[src/rtl/core/urh_pkg.sv]
// ============================================================================
// Root hub port control package
// Shared types and codes for the root hub port controller and its datapath.
// ============================================================================
package urh_pkg;

    // Request codes carried on func.
    localparam logic [3:0] FN_CONNECT  = 4'd0;
    localparam logic [3:0] FN_CLR_HUB  = 4'd1;
    localparam logic [3:0] FN_CLR_PORT = 4'd2;
    localparam logic [3:0] FN_GET_HUB  = 4'd3;
    localparam logic [3:0] FN_GET_PORT = 4'd4;
    localparam logic [3:0] FN_SET_HUB  = 4'd5;
    localparam logic [3:0] FN_SET_PORT = 4'd6;
    localparam logic [3:0] FN_POLL     = 4'd7;
    localparam logic [3:0] FN_TICK     = 4'd8;

    // Configuration register indexes.
    localparam logic [1:0] CFG_PORT_COUNT = 2'd0;
    localparam logic [1:0] CFG_RUNNING    = 2'd1;
    localparam logic [1:0] CFG_RESET_TICK = 2'd2;
    localparam logic [1:0] CFG_RESUME_TICK = 2'd3;

    // Port feature selectors with special handling.
    localparam logic [4:0] FEAT_ENABLE  = 5'd1;
    localparam logic [4:0] FEAT_SUSPEND = 5'd2;
    localparam logic [4:0] FEAT_RESET   = 5'd4;
    localparam logic [4:0] FEAT_POWER   = 5'd8;
    localparam logic [4:0] FEAT_C_CONN  = 5'd16;

    // Port status word bits; change bits live in the upper half.
    localparam logic [31:0] ST_CONN   = 32'h0000_0001;
    localparam logic [31:0] ST_ENABLE = 32'h0000_0002;
    localparam logic [31:0] ST_SUSP   = 32'h0000_0004;
    localparam logic [31:0] ST_RESET  = 32'h0000_0010;
    localparam logic [31:0] ST_POWER  = 32'h0000_0100;
    localparam logic [31:0] ST_LOW    = 32'h0000_0200;
    localparam logic [31:0] ST_HIGH   = 32'h0000_0400;
    localparam logic [31:0] CH_CONN   = 32'h0001_0000;
    localparam logic [31:0] CH_SUSP   = 32'h0004_0000;
    localparam logic [31:0] CH_RESET  = 32'h0010_0000;

    // Attached device states.
    localparam logic [2:0] DEV_NONE     = 3'd0;
    localparam logic [2:0] DEV_ATTACHED = 3'd1;
    localparam logic [2:0] DEV_POWERED  = 3'd2;
    localparam logic [2:0] DEV_DEFAULT  = 3'd3;
    localparam logic [2:0] DEV_SUSP     = 3'd4;

    // Device speeds.
    localparam logic [1:0] SPD_NONE = 2'd0;
    localparam logic [1:0] SPD_LOW  = 2'd1;
    localparam logic [1:0] SPD_HIGH = 2'd3;

    // Commands from the controller to the datapath.
    typedef struct packed {
        logic capture;
        logic execute;
    } urh_cmd_t;

endpackage

[src/rtl/core/urh_ctrl.sv]
// ============================================================================
// Root hub port controller sequencer
// Steps each request through capture, execute and result strobe.
// ============================================================================
module urh_ctrl (
    input  logic              clk,
    input  logic              rst_n,
    input  logic              start,
    output logic              busy,
    output logic              done,
    output urh_pkg::urh_cmd_t cmd
);

    typedef enum logic [2:0] {
        S_IDLE = 3'b001,
        S_EXEC = 3'b010,
        S_RESP = 3'b100
    } state_t;

    state_t state_reg;
    state_t state_next;

    always_comb
    begin
        state_next = state_reg;
        unique case (state_reg)
            S_IDLE:
            begin
                if (start)
                begin
                    state_next = S_EXEC;
                end
            end
            S_EXEC:  state_next = S_RESP;
            S_RESP:  state_next = S_IDLE;
            default: state_next = S_IDLE;
        endcase
    end

    always_ff @(posedge clk or negedge rst_n)
    begin
        if (!rst_n)
        begin
            state_reg <= S_IDLE;
        end
        else
        begin
            state_reg <= state_next;
        end
    end

    assign busy        = (state_reg != S_IDLE);
    assign done        = (state_reg == S_RESP);
    assign cmd.capture = (state_reg == S_IDLE) && start;
    assign cmd.execute = (state_reg == S_EXEC);

endmodule

[src/rtl/core/urh_dpath.sv]
// ============================================================================
// Root hub port datapath
// Holds the configuration, the per-port state and the result registers.
// ============================================================================
module urh_dpath #(
    parameter int MAX_PORTS = 8
) (
    input  logic              clk,
    input  logic              rst_n,
    input  urh_pkg::urh_cmd_t cmd,
    input  logic              cfg_we,
    input  logic [1:0]        cfg_index,
    input  logic [15:0]       cfg_data,
    input  logic [3:0]        func,
    input  logic [4:0]        port_number,
    input  logic [4:0]        feature,
    input  logic [2:0]        device_speed,
    output logic              stall_res,
    output logic [15:0]       port_status,
    output logic [15:0]       port_change,
    output logic [8:0]        change_bitmap,
    output logic [2:0]        bitmap_bytes,
    output logic              change_pending
);

    localparam int PW = (MAX_PORTS > 1) ? $clog2(MAX_PORTS) : 1;
    localparam int BM = 9;

    // Configuration.
    logic [3:0]  port_count_reg;
    logic        running_reg;
    logic [15:0] reset_ticks_reg;
    logic [15:0] resume_ticks_reg;

    // Captured request.
    logic [3:0] func_reg;
    logic [4:0] pn_reg;
    logic [4:0] feat_reg;
    logic [2:0] speed_reg;

    // Per-port state.
    logic [31:0] st_reg  [MAX_PORTS];
    logic [2:0]  dev_reg [MAX_PORTS];
    logic [1:0]  spd_reg [MAX_PORTS];
    logic        lat_reg [MAX_PORTS];
    logic        rsm_reg [MAX_PORTS];
    logic [15:0] cd_reg  [MAX_PORTS];

    // Result registers.
    logic        stall_reg;
    logic [15:0] status_reg;
    logic [15:0] change_reg;
    logic [8:0]  bitmap_reg;
    logic [2:0]  bytes_reg;
    logic        pend_reg;

    logic [4:0]    nu;
    logic          port_ok;
    logic [PW-1:0] p;
    logic          wr;
    logic [31:0]   s;
    logic [2:0]    d;
    logic [1:0]    sp;
    logic [31:0]   ns;
    logic [2:0]    nd;
    logic [1:0]    nsp;
    logic          nl;
    logic          nr;
    logic [15:0]   nc;
    logic          stall_next;
    logic          pend_next;
    logic [8:0]    bitmap_next;
    logic [2:0]    bytes_next;
    logic          hub_req;
    logic [31:0]   chosen;

    function automatic logic [31:0] apply_connect(input logic [31:0] w, input logic [1:0] v);
        logic [31:0] r;
        r = w;
        if (w[8])
        begin
            case (v)
                2'd0:    r = r & ~(urh_pkg::ST_CONN | urh_pkg::ST_ENABLE | urh_pkg::ST_LOW |
                                   urh_pkg::ST_HIGH | urh_pkg::ST_SUSP);
                2'd1:    r = r | urh_pkg::ST_CONN | urh_pkg::ST_LOW;
                2'd2:    r = r | urh_pkg::ST_CONN;
                default: r = r | urh_pkg::ST_CONN | urh_pkg::ST_HIGH;
            endcase
            r = r | urh_pkg::CH_CONN;
        end
        return r;
    endfunction

    assign nu      = ({1'b0, port_count_reg} < 5'(MAX_PORTS)) ? {1'b0, port_count_reg}
                                                               : 5'(MAX_PORTS);
    assign port_ok = (pn_reg != 5'd0) && (pn_reg <= nu);
    assign p       = port_ok ? PW'(pn_reg - 5'd1) : '0;
    assign s       = st_reg[p];
    assign d       = dev_reg[p];
    assign sp      = spd_reg[p];

    // Update of the addressed port.
    always_comb
    begin
        ns  = s;
        nd  = d;
        nsp = sp;
        nl  = lat_reg[p];
        nr  = rsm_reg[p];
        nc  = cd_reg[p];
        wr  = 1'b0;
        case (func_reg)
            urh_pkg::FN_CONNECT:
            begin
                if (port_ok && !speed_reg[2] && (sp != speed_reg[1:0]))
                begin
                    wr  = 1'b1;
                    nd  = (speed_reg[1:0] == urh_pkg::SPD_NONE) ? urh_pkg::DEV_NONE
                                                                : urh_pkg::DEV_ATTACHED;
                    nsp = speed_reg[1:0];
                    nl  = 1'b1;
                    ns  = apply_connect(s, speed_reg[1:0]);
                end
            end
            urh_pkg::FN_CLR_PORT:
            begin
                wr = port_ok;
                case (feat_reg)
                    urh_pkg::FEAT_SUSPEND:
                    begin
                        if (s[2])
                        begin
                            nr = 1'b1;
                            nc = resume_ticks_reg;
                        end
                    end
                    urh_pkg::FEAT_POWER:
                    begin
                        if (s[8])
                        begin
                            ns = '0;
                            if (d != urh_pkg::DEV_NONE)
                            begin
                                nd = urh_pkg::DEV_ATTACHED;
                            end
                        end
                    end
                    urh_pkg::FEAT_ENABLE:
                    begin
                        ns = s & ~(urh_pkg::ST_ENABLE | urh_pkg::ST_SUSP);
                        nr = 1'b0;
                        if (d != urh_pkg::DEV_NONE)
                        begin
                            nd = urh_pkg::DEV_POWERED;
                        end
                    end
                    default:
                    begin
                        if (feat_reg == urh_pkg::FEAT_C_CONN)
                        begin
                            nl = 1'b0;
                        end
                        ns = s & ~(32'd1 << feat_reg);
                    end
                endcase
            end
            urh_pkg::FN_SET_PORT:
            begin
                wr = port_ok;
                case (feat_reg)
                    urh_pkg::FEAT_POWER:
                    begin
                        if (!s[8])
                        begin
                            ns = s | urh_pkg::ST_POWER;
                            if (d != urh_pkg::DEV_NONE)
                            begin
                                nd = urh_pkg::DEV_POWERED;
                            end
                            if (lat_reg[p])
                            begin
                                ns = apply_connect(s | urh_pkg::ST_POWER, sp);
                            end
                        end
                    end
                    urh_pkg::FEAT_RESET:
                    begin
                        ns = (s & ~(urh_pkg::ST_ENABLE | urh_pkg::ST_LOW | urh_pkg::ST_HIGH))
                             | urh_pkg::ST_RESET;
                        if (d != urh_pkg::DEV_NONE)
                        begin
                            nd = urh_pkg::DEV_ATTACHED;
                        end
                        nc = reset_ticks_reg;
                    end
                    urh_pkg::FEAT_SUSPEND:
                    begin
                        ns = s | urh_pkg::ST_SUSP;
                        nd = urh_pkg::DEV_SUSP;
                    end
                    default:
                    begin
                        if (s[8])
                        begin
                            ns = s | (32'd1 << feat_reg);
                        end
                    end
                endcase
            end
            urh_pkg::FN_GET_PORT:
            begin
                // Reset and resume completion are applied when the port is read.
                wr = port_ok;
                if (rsm_reg[p] && (cd_reg[p] == 16'd0))
                begin
                    ns = (ns | urh_pkg::CH_SUSP) & ~urh_pkg::ST_SUSP;
                    nr = 1'b0;
                end
                if (ns[4] && (cd_reg[p] == 16'd0))
                begin
                    ns = (ns | urh_pkg::CH_RESET) & ~urh_pkg::ST_RESET;
                    if (d != urh_pkg::DEV_NONE)
                    begin
                        ns = ns | urh_pkg::ST_ENABLE;
                        nd = urh_pkg::DEV_DEFAULT;
                    end
                    if (sp == urh_pkg::SPD_LOW)
                    begin
                        ns = ns | urh_pkg::ST_LOW;
                    end
                    else if (sp == urh_pkg::SPD_HIGH)
                    begin
                        ns = ns | urh_pkg::ST_HIGH;
                    end
                end
            end
            default:
            begin
                wr = 1'b0;
            end
        endcase
    end

    // Stall, change summary and poll bitmap.
    always_comb
    begin
        stall_next  = 1'b0;
        hub_req     = 1'b1;
        pend_next   = 1'b0;
        bitmap_next = '0;
        chosen      = '0;
        case (func_reg) inside
            urh_pkg::FN_CONNECT, urh_pkg::FN_POLL, urh_pkg::FN_TICK: hub_req = 1'b0;
            urh_pkg::FN_CLR_HUB, urh_pkg::FN_GET_HUB:                hub_req = 1'b1;
            urh_pkg::FN_CLR_PORT, urh_pkg::FN_SET_PORT, urh_pkg::FN_GET_PORT:
                stall_next = !port_ok;
            default: stall_next = 1'b1;
        endcase
        for (int i = 0; i < MAX_PORTS; i++)
        begin
            chosen = (wr && (p == PW'(i))) ? ns : st_reg[i];
            if ((5'(i) < nu) && (chosen[20:16] != 5'd0))
            begin
                pend_next = 1'b1;
            end
            if (running_reg && (func_reg == urh_pkg::FN_POLL) && (i + 1 < BM) &&
                (5'(i) < nu) && (st_reg[i][20:16] != 5'd0))
            begin
                bitmap_next[i + 1] = 1'b1;
            end
        end
        pend_next  = pend_next && hub_req;
        bytes_next = (bitmap_next != '0) ? 3'(3'd1 + 3'(nu >> 3)) : 3'd0;
    end

    always_ff @(posedge clk or negedge rst_n)
    begin
        if (!rst_n)
        begin
            port_count_reg   <= 4'd8;
            running_reg      <= 1'b1;
            reset_ticks_reg  <= 16'd10;
            resume_ticks_reg <= 16'd20;
            for (int i = 0; i < MAX_PORTS; i++)
            begin
                st_reg[i]  <= '0;
                dev_reg[i] <= urh_pkg::DEV_NONE;
                spd_reg[i] <= urh_pkg::SPD_NONE;
                lat_reg[i] <= 1'b0;
                rsm_reg[i] <= 1'b0;
                cd_reg[i]  <= '0;
            end
        end
        else
        begin
            if (cfg_we)
            begin
                case (cfg_index)
                    urh_pkg::CFG_PORT_COUNT:  port_count_reg   <= cfg_data[3:0];
                    urh_pkg::CFG_RUNNING:     running_reg      <= cfg_data[0];
                    urh_pkg::CFG_RESET_TICK:  reset_ticks_reg  <= cfg_data;
                    default:                  resume_ticks_reg <= cfg_data;
                endcase
            end
            if (cmd.execute)
            begin
                if (func_reg == urh_pkg::FN_TICK)
                begin
                    for (int i = 0; i < MAX_PORTS; i++)
                    begin
                        if (cd_reg[i] != 16'd0)
                        begin
                            cd_reg[i] <= cd_reg[i] - 16'd1;
                        end
                    end
                end
                else if (wr)
                begin
                    st_reg[p]  <= ns;
                    dev_reg[p] <= nd;
                    spd_reg[p] <= nsp;
                    lat_reg[p] <= nl;
                    rsm_reg[p] <= nr;
                    cd_reg[p]  <= nc;
                end
            end
        end
    end

    always_ff @(posedge clk)
    begin
        if (cmd.capture)
        begin
            func_reg  <= func;
            pn_reg    <= port_number;
            feat_reg  <= feature;
            speed_reg <= device_speed;
        end
        if (cmd.execute)
        begin
            stall_reg  <= stall_next;
            status_reg <= (func_reg == urh_pkg::FN_GET_PORT && port_ok) ? ns[15:0] : 16'd0;
            change_reg <= (func_reg == urh_pkg::FN_GET_PORT && port_ok) ? ns[31:16] : 16'd0;
            bitmap_reg <= bitmap_next;
            bytes_reg  <= bytes_next;
            pend_reg   <= pend_next;
        end
    end

    assign stall_res      = stall_reg;
    assign port_status    = status_reg;
    assign port_change    = change_reg;
    assign change_bitmap  = bitmap_reg;
    assign bitmap_bytes   = bytes_reg;
    assign change_pending = pend_reg;

endmodule

[src/rtl/core/usb_root_hub_port_control.sv]
// ============================================================================
// USB 2.0 root hub port control
// Per-port status, change, device state and reset/resume countdowns for a
// root hub, driven by connect events, hub requests, polls and 1 ms ticks.
// ============================================================================
//
// Channel    Handshake            Carries
// request    start / busy         func, port_number, feature, device_speed
// result     done (one cycle)     stall_res, port_status, port_change,
//                                 change_bitmap, bitmap_bytes, change_pending
// config     cfg_valid/cfg_ready  cfg_index, cfg_data
//
// Each request passes through capture, execute and the result state, and
// no new request is taken before the block is idle. The execute cycle
// updates the addressed port in one step; a tick lowers all countdowns at
// once. Reset brings every port to unpowered and empty with the default
// configuration. The result stands for exactly one cycle with done high,
// and the receiver cannot stall it. Configuration is always ready.
module usb_root_hub_port_control #(
    parameter int MAX_PORTS = 8
) (
    input  logic        clk,
    input  logic        rst_n,
    input  logic        start,
    output logic        busy,
    input  logic [3:0]  func,
    input  logic [4:0]  port_number,
    input  logic [4:0]  feature,
    input  logic [2:0]  device_speed,
    output logic        done,
    output logic        stall_res,
    output logic [15:0] port_status,
    output logic [15:0] port_change,
    output logic [8:0]  change_bitmap,
    output logic [2:0]  bitmap_bytes,
    output logic        change_pending,
    input  logic        cfg_valid,
    output logic        cfg_ready,
    input  logic [1:0]  cfg_index,
    input  logic [15:0] cfg_data
);

    urh_pkg::urh_cmd_t cmd;

    // Configuration writes are taken in any cycle; the user must send them only
    // while no transfer is in flight, as the block itself does not enforce it.
    assign cfg_ready = 1'b1;

    urh_ctrl u_ctrl (
        .clk   (clk),
        .rst_n (rst_n),
        .start (start),
        .busy  (busy),
        .done  (done),
        .cmd   (cmd)
    );

    urh_dpath #(
        .MAX_PORTS (MAX_PORTS)
    ) u_dpath (
        .clk            (clk),
        .rst_n          (rst_n),
        .cmd            (cmd),
        .cfg_we         (cfg_valid && cfg_ready),
        .cfg_index      (cfg_index),
        .cfg_data       (cfg_data),
        .func           (func),
        .port_number    (port_number),
        .feature        (feature),
        .device_speed   (device_speed),
        .stall_res      (stall_res),
        .port_status    (port_status),
        .port_change    (port_change),
        .change_bitmap  (change_bitmap),
        .bitmap_bytes   (bitmap_bytes),
        .change_pending (change_pending)
    );

endmodule

[config.mk]
export PLATFORM = sky130hd
export DESIGN_NAME = usb_root_hub_port_control
export DESIGN_NICKNAME = d
export VERILOG_FILES = /design/src/rtl/core/urh_pkg.sv /design/src/rtl/core/urh_ctrl.sv /design/src/rtl/core/urh_dpath.sv /design/src/rtl/core/usb_root_hub_port_control.sv
export SDC_FILE = /design/constraint.sdc
export NUM_CORES = 1
export LEC_CHECK = 0
export BUFFER_PORTS_ARGS = -buffer_cell sky130_fd_sc_hd__buf_2
export CAP_MARGIN = 10
export CORE_MARGIN = 3
export CORE_UTILIZATION = 23
export CTS_CLUSTER_SIZE = 24
export DETAILED_ROUTE_END_ITERATION = 10
export PLACE_DENSITY = 0.44
export RECOVER_POWER = 25
export SLEW_MARGIN = 20
export SYNTH_ARGS = -nofsm -noshare
export SYNTH_HDL_FRONTEND = slang
export SYNTH_SLANG_ARGS = --single-unit
[constraint.sdc]
create_clock -name clk -period 10 [get_ports clk]
set_clock_uncertainty 0.2 [all_clocks]
set_input_delay 0.5 -clock clk [delete_from_list [all_inputs] [get_ports clk]]
set_output_delay 0.5 -clock clk [all_outputs]
set_load 0.1 [all_outputs]
==> impl_results.md <==
* Post-Route Setup TNS at 0 ns
* Total Die Area at 127000 um2
* GPL Wtd Cong at 0.884
* Max Slew Vio Count at 157
* Type of the worst min-delay path: in2reg
* Die height at 356 um
* CTS tree: yes
* H-tree lvl count at 2
* Count of state elements after synthesis at 541
* Largest net degree at the start of global routing at 158
* Run status: finished with violations
* RSZ-0062 raised after global routing: no
* Worst setup EP type: register
* NumNets Final at 3189
* Failing checks: max-capacitance violations, max-slew violations
* Clock Power Share at 31.1%
* Crit path DAT at 7.46 ns
* Yosys cell types at 85
* Buffers on Ports at 84
* Startpoint Class: register
* I/O pins at 88
* TritonCTS Buffers at 60
* CTS Buffer Depth at 3
* Crit path buf inv count at 7
* Area Overhead vs Synth at 16.1%
* Vias per Instance at 5.13
* Layout cells sized above 1 at 10.2%
* Type of the worst setup path: reg2reg
* DRC at 0
* Global-route wire length before repair at 165000 um
* Vias in the first global route at 24100
* DP Wirelength at 73000 um
* Number of flops mapped to enable cells by yosys at 61
* Count of final hold-check violations at 0
* Core region area at 121000 um2
* Achievable Freq at 140 MHz
* Measured slew at the worst slew-check pin at 6.47 ns
* Max-cap violation count at 2
* Antenna violations before repair at 3
* Share of power burned in registers at 34.0%
* Most frequent CP cell: buf_4
* CP Cell Sequence: buf_4 -> inv_1 -> buf_4 -> ha_4 -> buf_4 -> nand2_1 -> nand2_1 -> a21oi_1 -> buf_4 -> o32ai_2 -> buf_4 -> and2_1 -> buf_4 -> or2_1 -> o31a_1 -> o32ai_1 -> a22o_1
* # clock sinks at 541
* Leakage power at 13.0 nW
* Vias at 24600
* Sw Share at 41.3%
* Combinational share of power at 34.9%
* TritonRoute pass-1 iters at 7
* Max FFs per register at 256
* Die X at 356 um
* Internal at 0.00437 W
* Ys async rst share at 88.7%
* Req. time, crit path at 10.32 ns
* Antenna diode count at 0
* Crit-path max FO at 40
* Syn Area/Cell at 9.12 um2
* Commonest non-fill, non-tap cell in the layout: o21ai_0
* Congestion Overflow GR at 0
* Gate Count Post-Synth at 3093
* Worst hold slack at 0.0724 ns
* CP startpoint: u_dpath.pn_reg[0]
* Net Switching at 0.00307 W
* Slowest-stage cell, CP: nand2_1
* DRT Wirelength at 109000 um
* Setup slack after layout at 2.86 ns
* Syn. warnings at 0
* Most frequent cells in the layout: o21ai_0, dfrtp_1, nand2_1, nor2_1, a21oi_1
* DR WL/cell at 22.7 um
* Iteration-0 DRC Markers at 2141
* Slowest stage delay, CP at 0.69 ns
* Final instance area at 32700 um2
* Clk pin slew, worst setup/hold paths at 0.06 ns
* Main synth FF type: dfrtp_1
* Largest delay share family, worst path: buffers and inverters
* GRT Total Usage at 16.9%
* Placed cell areas at 30400 um2
* Slew HR at -331%
* Post-synthesis sequential area ratio at 49.1%
* Reg2Reg Launch Point: u_dpath.pn_reg[0]
* Clk_lat worst skew at 0.67 ns
* Final setup viols at 0
* Final core utilization at 27.1%
* PwrDens at 227 nW/um2
* Post-route ant nets at 0
* Clock root buffer: clkbuf_16
* Crit path time final at 7.14 ns
* Syn Std Cell Area at 28200 um2
* Row count at 127
* Pre-CTS WS at 2.99 ns
* Post-CTS setup buffer count at 0
* Initial core utilization at 23.4%
* Hold path start: cfg_valid
* Final worst path period share at 71.4%
* VDD IR-drop max at 0.000153 V
## metrics by stage
stage               total power [W]  cells
finish                      0.00744   4799
global placement            0.00513   4649
floorplan                   0.00411   3094
CTS                         0.00749   4799
detailed placement          0.00513   4649
global route                0.00779   4799
## layer usage
metal  wire length [um]  GRT usage, %  vias up
met5                 11             0        -
met4               2530          4.12        2
met3               6040          2.32      164
met2              50100          27.2      754
met1              50300          24.0    12200
li1                   -             -    11500
## what timing repair did
| item | CTS | global route |
|---|---|---|
| endpoints found under the hold margin | 158 | 0 |
| gates resized for setup | 0 | 0 |
| hold buffers | 37 | 0 |
## synth_stat cells, drive strengths merged, types with 17 or more instances
library cell,n,area [um2]
nor4,22,159
o32ai,19,181
a31oi,17,106
a22o,62,543
a22oi,46,345
o21ai,521,2630
nand2b,21,131
or3,37,231
dfrtp,473,11800
a211oi,37,288
buf,92,474
inv,48,180
mux2,63,709
edfxtp,61,1830
nor2b,18,113
a221oi,43,407
clkbuf,126,473
a21oi,211,1070
nor3,69,350
nand3,33,165
nor2,261,985
o22ai,65,407
o32a,22,220
nand2,434,1630
mux2i,69,691
## power groups by stage
stage / clock (W) / sequential [W] / combinational, W
2_1_floorplan: 0 / 0.00265 / 0.00146
3_3_place_gp: 0 / 0.00256 / 0.00257
3_5_place_dp: 0 / 0.00256 / 0.00257
4_1_cts: 0.00238 / 0.00252 / 0.00259
5_1_grt: 0.00247 / 0.00254 / 0.00278
6_report: 0.00231 / 0.00253 / 0.00260
## worst register-to-register path: stages, from the launching register on
cell and delay [ns]:
edfxtp_1 0.32, buf_4 0.63, inv_1 0.58, buf_4 0.38, ha_4 0.55, buf_4 0.44, nand2_1 0.22, nand2_1 0.69
a21oi_1 0.30, buf_4 0.32, o32ai_2 0.13, buf_4 0.21, and2_1 0.17, buf_4 0.29, or2_1 0.44, o31a_1 0.66
o32ai_1 0.21, a22o_1 0.27
## kinds of logic after synthesis
logic type | after synthesis | share of synthesized area [%]
muxes | 135 | 5.20
buffers and inverters | 266 | 4.00
AOI/OAI and AO/OA | 1170 | 25.9
xor gates and xnor gates | 7 | 0.217
adders and majority gates | 14 | 0.621
DFF | 541 | 49.1
other | 2 | 0.0266
and+or+nand+nor | 958 | 15.0
## area by class of cell
class / instances / area (um2)
Inverter: 48 / 180
Clock buffer: 86 / 1700
Sequential cell: 541 / 13900
Multi-Input combinational cell: 2287 / 13400
Clock inverter: 27 / 329
Tap cell: 1612 / 2020
Fill cell: 13100 / 88000
Timing Repair Buffer: 198 / 1320
## worst paths after layout
check,endpoint,slack (ns),cells past startpoint
max,u_dpath.cd_reg[77],2.86,17
min,u_dpath.running_reg,0.07,4
max reg2reg,u_dpath.cd_reg[77],2.86,17
min reg2reg,u_dpath.st_reg[54],0.28,2
max in group asynchronous,u_dpath.st_reg[169],3.19,2
min in group asynchronous,u_ctrl.state_reg[2],2.76,2
No activity file was read; power rests on OpenSTA's default activity.
